File: config.mk
export PLATFORM = sky130hd
export DESIGN_NAME = dapt_merge
export DESIGN_NICKNAME = d
export VERILOG_FILES = /design/src/hdl/dapt_pkg.sv /design/src/hdl/dapt_merge.sv
export SDC_FILE = /design/constraint.sdc
export NUM_CORES = 1
export LEC_CHECK = 0
export ABC_AREA = 1
export BUFFER_PORTS_ARGS = -buffer_cell sky130_fd_sc_hd__buf_2
export CAP_MARGIN = 20
export CORE_UTILIZATION = 60
export DETAILED_ROUTE_END_ITERATION = 8
export PLACE_DENSITY = 0.79
export SETUP_SLACK_MARGIN = 0.3
export SYNTH_ARGS = -nofsm -noshare
export SYNTH_HDL_FRONTEND = slang
export SYNTH_SLANG_ARGS = --single-unit
File: constraint.sdc
create_clock -name clk -period 5.2 [get_ports clk]
set_input_delay 0.78 -clock clk [delete_from_list [all_inputs] [get_ports clk]]
set_output_delay 0.78 -clock clk [all_outputs]
set_load 0.02 [all_outputs]
File: src/hdl/dapt_pkg.sv
// ============================================================================
// dapt_pkg - shared types, constants and helpers of the position tracker
// Widths of the item fields, the per-object state record, the control
// bundle handed to the axis lanes, and the saturation helpers.
// ============================================================================
package dapt_pkg;

    // Field widths
    localparam int IDX_W   = 6;     // object index
    localparam int TGT_W   = 16;    // target, whole pixels
    localparam int PIX_W   = 16;    // reported position, whole pixels
    localparam int GAIN_W  = 16;    // Q7.8 gains
    localparam int POS_W   = 24;    // Q15.8 position, error, drive
    localparam int INT_W   = 32;    // error integral
    localparam int DER_W   = 25;    // derivative, unsaturated
    localparam int FRAC_W  = 8;     // fraction bits of Q15.8
    localparam int WIDE_W  = 42;    // widest value handed to sat_pos
    localparam int SUM_W   = 50;    // sum of the three products

    localparam int OBJECTS_DEF = 64;

    // Stream widths
    localparam int IN_W  = 40;      // 38 bits of fields, padded to bytes
    localparam int OUT_W = 80;

    // Result queue
    localparam int FIFO_DEPTH = 8;
    localparam int FIFO_AW    = 3;
    localparam int CNT_W      = 4;

    // Configuration register indexes
    localparam int CFG_AW = 2;
    localparam logic [CFG_AW-1:0] REG_KP         = 2'd0;
    localparam logic [CFG_AW-1:0] REG_KI_DT      = 2'd1;
    localparam logic [CFG_AW-1:0] REG_KD_OVER_DT = 2'd2;

    // One object's state for one axis
    typedef struct packed {
        logic signed [POS_W-1:0] pos;
        logic signed [INT_W-1:0] integ;
        logic signed [POS_W-1:0] last_err;
    } state_t;

    // Memory control shared by both lanes
    typedef struct packed {
        logic             rd_en;
        logic [IDX_W-1:0] rd_addr;
        logic             wr_en;
        logic [IDX_W-1:0] wr_addr;
        logic             clr;
    } ctrl_t;

    // Saturate a wide signed value to the 24-bit Q15.8 range
    function automatic logic signed [POS_W-1:0] sat_pos(input logic signed [WIDE_W-1:0] v);
        logic in_range;
        in_range = (&v[WIDE_W-1:POS_W-1]) || !(|v[WIDE_W-1:POS_W-1]);
        if (in_range)
            return v[POS_W-1:0];
        else if (v[WIDE_W-1])
            return {1'b1, {(POS_W-1){1'b0}}};
        else
            return {1'b0, {(POS_W-1){1'b1}}};
    endfunction

    // Saturate a 33-bit sum to the 32-bit integral range
    function automatic logic signed [INT_W-1:0] sat_int(input logic signed [INT_W:0] v);
        if (v[INT_W] == v[INT_W-1])
            return v[INT_W-1:0];
        else if (v[INT_W])
            return {1'b1, {(INT_W-1){1'b0}}};
        else
            return {1'b0, {(INT_W-1){1'b1}}};
    endfunction

    // Q15.8 to whole pixels, truncated toward zero
    function automatic logic signed [PIX_W-1:0] to_pixel(input logic signed [POS_W-1:0] p);
        logic [POS_W-1:0] adj;
        adj = p + {{(POS_W-FRAC_W){1'b0}}, {FRAC_W{p[POS_W-1]}}};
        return adj[POS_W-1:FRAC_W];
    endfunction

endpackage

File: src/hdl/dapt_merge.sv
// ============================================================================
// dapt_merge - joins the two axis results into one output transaction
// Converts positions to whole pixels and queues the packed result for the
// output stream.
// ============================================================================
module dapt_merge (
    input  logic                                clk,
    input  logic                                rst_n,
    input  logic                                push,
    input  logic signed [dapt_pkg::POS_W-1:0]   pos_x,
    input  logic signed [dapt_pkg::POS_W-1:0]   pos_y,
    input  logic signed [dapt_pkg::POS_W-1:0]   drive_x,
    input  logic signed [dapt_pkg::POS_W-1:0]   drive_y,
    output logic                                m_axis_tvalid,
    input  logic                                m_axis_tready,
    output logic [dapt_pkg::OUT_W-1:0]          m_axis_tdata
);

    logic [dapt_pkg::OUT_W-1:0]   fifo_reg [dapt_pkg::FIFO_DEPTH];
    logic [dapt_pkg::FIFO_AW-1:0] wr_ptr_reg, wr_ptr_next;
    logic [dapt_pkg::FIFO_AW-1:0] rd_ptr_reg, rd_ptr_next;
    logic [dapt_pkg::CNT_W-1:0]   count_reg, count_next;
    logic [dapt_pkg::OUT_W-1:0]   entry;
    logic                         pop;

    assign entry = {drive_y, drive_x, dapt_pkg::to_pixel(pos_y), dapt_pkg::to_pixel(pos_x)};
    assign pop   = m_axis_tvalid && m_axis_tready;

    always_comb
    begin
        wr_ptr_next = push ? wr_ptr_reg + 1'b1 : wr_ptr_reg;
        rd_ptr_next = pop ? rd_ptr_reg + 1'b1 : rd_ptr_reg;
        count_next  = count_reg + dapt_pkg::CNT_W'(push) - dapt_pkg::CNT_W'(pop);
    end

    always_ff @(posedge clk or negedge rst_n)
    begin
        if (!rst_n)
        begin
            wr_ptr_reg <= '0;
            rd_ptr_reg <= '0;
            count_reg  <= '0;
        end
        else
        begin
            wr_ptr_reg <= wr_ptr_next;
            rd_ptr_reg <= rd_ptr_next;
            count_reg  <= count_next;
        end
    end

    always_ff @(posedge clk)
    begin
        if (push)
        begin
            fifo_reg[wr_ptr_reg] <= entry;
        end
    end

    assign m_axis_tvalid = (count_reg != '0);
    assign m_axis_tdata  = fifo_reg[rd_ptr_reg];

endmodule

# --- Word-level counts from Yosys, hierarchy flattened ---
# Memories as Yosys holds them, arrays and structs flattened.
# Cells that the tools add are included.
totals:
  mem_count: 1
  elab_cells: 14
  register_bits: 10
  in_bits: 100
  output_inout_bits: 81
  mem_bits_rw: 640
classes:
  n_addsub: 6
  n_reduce_logical: 2
  n_mux: 2
memory_table:
  columns: ["name", "words", "word_bits", "rd", "rd_clocked_by_memory_dff", "write_ports", "line_no", "text"]
  rows:
  - ["fifo_reg", 8, 80, 1, 0, 1, "dapt_merge.sv:19", "logic [dapt_pkg::OUT_W-1:0] fifo_reg [dapt_pkg::FIFO_DEPTH];"]
op_table:
  columns: ["operator", "n"]
  rows:
  - ["$add A24 B8 Y24", 2]
  - ["$add A3 B1 Y3 const B", 2]
  - ["$add A4 B1 Y4", 1]
  - ["$reduce_bool A4 Y1", 1]
  - ["$sub A4 B1 Y4", 1]
  - ["$mux W1", 2]
  - ["$logic_and A1 B1 Y1", 1]

# --- Logic depth before layout (Yosys ltp) ---
depth:
  ltp_word: 3
  ltp_mapped: 11
  ltp_nobuf: 11

# --- Least setup slack after synthesis ---
# Ideal clock, no wire load.
synth_path:
  path_kind: "input -> register"
  from: "input port push"
  to: "memory fifo_reg[0][0] (netlist name) (enable)"
  t_required_ns: 4.681
  path_slack_ns: 0.214
  n_path_buf: 0
  arrival_time_ns: 4.467
  path_stages: 3
  setup_ns: 0.519
  path_cell_list: "inv_1 -> or2_2 -> nor2_1"
synth_between:
  elab_chain_cells: 2
synth_rtl:
  columns: ["element", "line_no", "text"]
  rows:
  - ["start, declared", "dapt_merge.sv:9", "input logic push,"]
  - ["$mux W1", "dapt_merge.sv:54", "if (push)"]
  - ["$mux W1 (not written as such)", "dapt_merge.sv:56", "fifo_reg[wr_ptr_reg] <= entry;"]
  - ["end, declared", "dapt_merge.sv:19", null]
# Every way passes these cells.

# --- Final worst setup path ---
layout_path:
  from: "register rd_ptr_reg[0] (netlist name)"
  to: "output port m_axis_tdata[37] (netlist name)"
layout_between:
  elab_chain_cells: 1
layout_rtl:
  columns: ["element", "line_no", "text"]
  rows:
  - ["start, declared", "dapt_merge.sv:21", "logic [dapt_pkg::FIFO_AW-1:0] rd_ptr_reg, rd_ptr_next;"]
  - ["start signal, assigned", "dapt_merge.sv:47", "rd_ptr_reg <= rd_ptr_next;"]
  - ["$mem_v2 Z8 W80", null, null]
  - ["end, declared", "dapt_merge.sv:16", "output logic [dapt_pkg::OUT_W-1:0] m_axis_tdata"]
# Every way passes these cells.

==> reports/summary.txt <==
Status -> completed
Net Sw Power -> 5.95 mW
Final HPWL DP -> 31.7 mm
H-tree lvl count -> 2
Vias -> 17,140
Arr. time, crit path -> 3.48 ns
Most common cell in the synthesized netlist -> edfxtp_1
Worst Tran Pin Value -> 1.22 ns
Top post-synthesis cells by count -> edfxtp_1 (640), nand2_1 (477), nor2_1 (218)
Worst r2r dst -> fifo_reg[2][25]
Post-Layout Cell Count -> 2,934
Largest net degree at the start of global routing -> 131
Slowest cell delay on critical path -> 0.97 ns
Initial DRC count -> 1,636
GR Overflow Total -> 0
I/O Pins -> 181
Tcrit/Tclk final -> 0.819
Setup slack, reg-to-reg -> 2.97 ns
Yosys warning total -> 0
Filler cells -> 3,081
Design Power -> 16.6 mW
Synth area leaders -> edfxtp_1 (71%), nand2_1 (6.6%), mux2i_1 (5.9%)
Req. time, crit path -> 4.42 ns
Core Util, Final -> 0.686
Clk pwr share -> 0.260
Maxcap violations -> 0
Nets -> 2,412
Die width -> 215 µm
Critical Path, Cell by Cell -> buf_4 -> o21ai_0 -> o22ai_1 -> nand2_1 -> nand2_1 -> buf_2
RSZ-0062 raised after global routing -> false
Register bit total from synthesis -> 650
Max_slew headroom -> 0.187
Pre-antenna DRT Iters -> 5
Crit path time final -> 4.26 ns
Dpl cells -> 2,820
Worst path slowest cell -> dfrtp_4
Reg power frac -> 0.400
Async SR Flop Fraction -> 0.0154
Number of flip-flops in the largest register -> 640
Row cnt -> 77
Clk buf depth -> 3
WL final -> 58.4 mm
Routed wire per std cell -> 19.9 µm
Critical Path Fanout Max -> 79
Clock sink count -> 650
R2R Path Start -> wr_ptr_reg[0]
Die H -> 215 µm
Path type of the worst min-delay path -> in2async
Leakage power -> 11.6 nW
DP Area -> 28,600 µm²
Post-Synthesis Cell Area -> 27,200 µm²
Area of the core -> 44,500 µm²
Die area -> 46,200 µm²
Area grow syn2layout -> 12.3%
Initial Util -> 0.611
Hold buffer count at CTS -> 0
Mean Syn Cell Area -> 12.8 µm²
Vias/cell -> 5.84
Number of remaining DRC errors -> 0
# setup viols final -> 0
Endpoint class of the critical path -> output pin
Setup TNS -> 0 ns
F_max -> 235 MHz
Global-route wire length before repair -> 90.9 mm
Setup Fix Bufs, Post-CTS -> 0
Combinational share of power -> 0.341
# resized after CTS -> 0
Post-synth EDFFs -> 640
Pwr Density -> 543 nW/µm²
Internal Power -> 10.6 mW
Routed Antenna Nets -> 0
Synth top area share -> 0.706
Tot GR Track Use -> 0.253
GPL Wtd Cong -> 0.882
Vias in the first global route -> 17,101
Mapped Cells -> 2,129
CTS tree -> yes
Peak VDD IR -> 335 µV
Clk_lat worst skew -> 0.61 ns
TritonCTS Buffers -> 60
Fin. max-slew vios -> 0
Final Hold Viols -> 0
Register clock-pin slew on the reported worst setup and hold paths -> 0.06 ns
Most used cell, CP -> nand2_1
CP Class -> reg2out
Setup Skew -> 0.0143 ns
Layout cells sized above 1 -> 0.136
Top delay family on crit path -> buffers and inverters
Root Driver -> clkbuf_16
Seq/Total Area, Yosys -> 0.716
R2r worst-path depth -> 3
Most common flop cell mapped by yosys -> edfxtp_1
Critical Path Source Type -> register
Worst Path Buf+Inv -> 2
Yosys cell types -> 29
Post-Syn Nets -> 2,251
Initial antenna violation count -> 4
Finished layout cell area -> 30,500 µm²
Sw Share -> 0.359
Buffers on Ports -> 180
Yosys top cell by area -> edfxtp_1
## worst max path at each step
stage                  start          endpoint  depth (start not counted)  slack (ns)
4_1_cts        rd_ptr_reg[0]  m_axis_tdata[37]                          6        0.92
5_1_grt        rd_ptr_reg[0]  m_axis_tdata[55]                          6        0.74
3_3_place_gp   rd_ptr_reg[0]  m_axis_tdata[78]                          6        1.66
2_1_floorplan           push    fifo_reg[0][0]                          3        0.21
3_5_place_dp   rd_ptr_reg[0]  m_axis_tdata[37]                          6        1.57
6_report       rd_ptr_reg[0]  m_axis_tdata[37]                          6        0.94
## cells by family (layout without fill, tap and decap cells)
family / Yosys count / after routing / synth area share
other: 0 / 3 / 0
muxes: 160 / 160 / 0.0589
AOI/OAI and AO/OA: 325 / 325 / 0.0672
buffers and inverters: 202 / 412 / 0.0355
xor gates and xnor gates: 9 / 9 / 0.00290
and+or+nand+nor: 761 / 761 / 0.110
DFF: 650 / 650 / 0.716
adders and majority gates: 22 / 22 / 0.0104
## per-layer routing
layer	track usage	share of wire	vias to the layer above
li1	-	-	8004
met3	0.0368	0.075	96
met4	0.0805	0.022	4
met2	0.431	0.49	670
met5	0	0.00044	-
met1	0.339	0.41	8366
## placed cells by master (no fill, tap or decap), types with 22 or more instances in the layout
master,n
clkinv_2,22
o22ai_1,160
nand2_1,477
nor2_1,210
o21ai_0,159
inv_1,94
edfxtp_1,640
buf_2,180
mux2i_1,160
nand3_1,42
clkbuf_16,61
## through the flow
step	setup WS (ns)	hold slack, ns
floorplan	0.214	0.484
global placement	1.66	0.508
detailed placement	1.57	0.520
CTS	0.916	0.0108
global route	0.736	0.0175
finish	0.942	0.0243
## area by class of cell
cell class / instances / area, µm² / area share
inverters: 96 / 364 / 0.0119
repair buffers: 205 / 1180 / 0.0385
clock inverters: 42 / 392 / 0.0128
diodes: 3 / 7.51 / 0.000246
well taps: 592 / 741 / 0.0242
flip-flops and latches: 650 / 19500 / 0.638
clock buffers: 69 / 1560 / 0.0510
multi-input cells: 1277 / 6830 / 0.224
## power by group through the flow
stage	Combinational [mW]	Clock, mW	Sequential, mW
detailed placement	5.65	0	6.74
finish	5.66	4.31	6.63
global route	6.14	4.55	6.68
floorplan	4.15	0	6.62
global placement	5.49	0	6.71
CTS	5.68	4.37	6.63
Power figures use the tool's default switching activity.
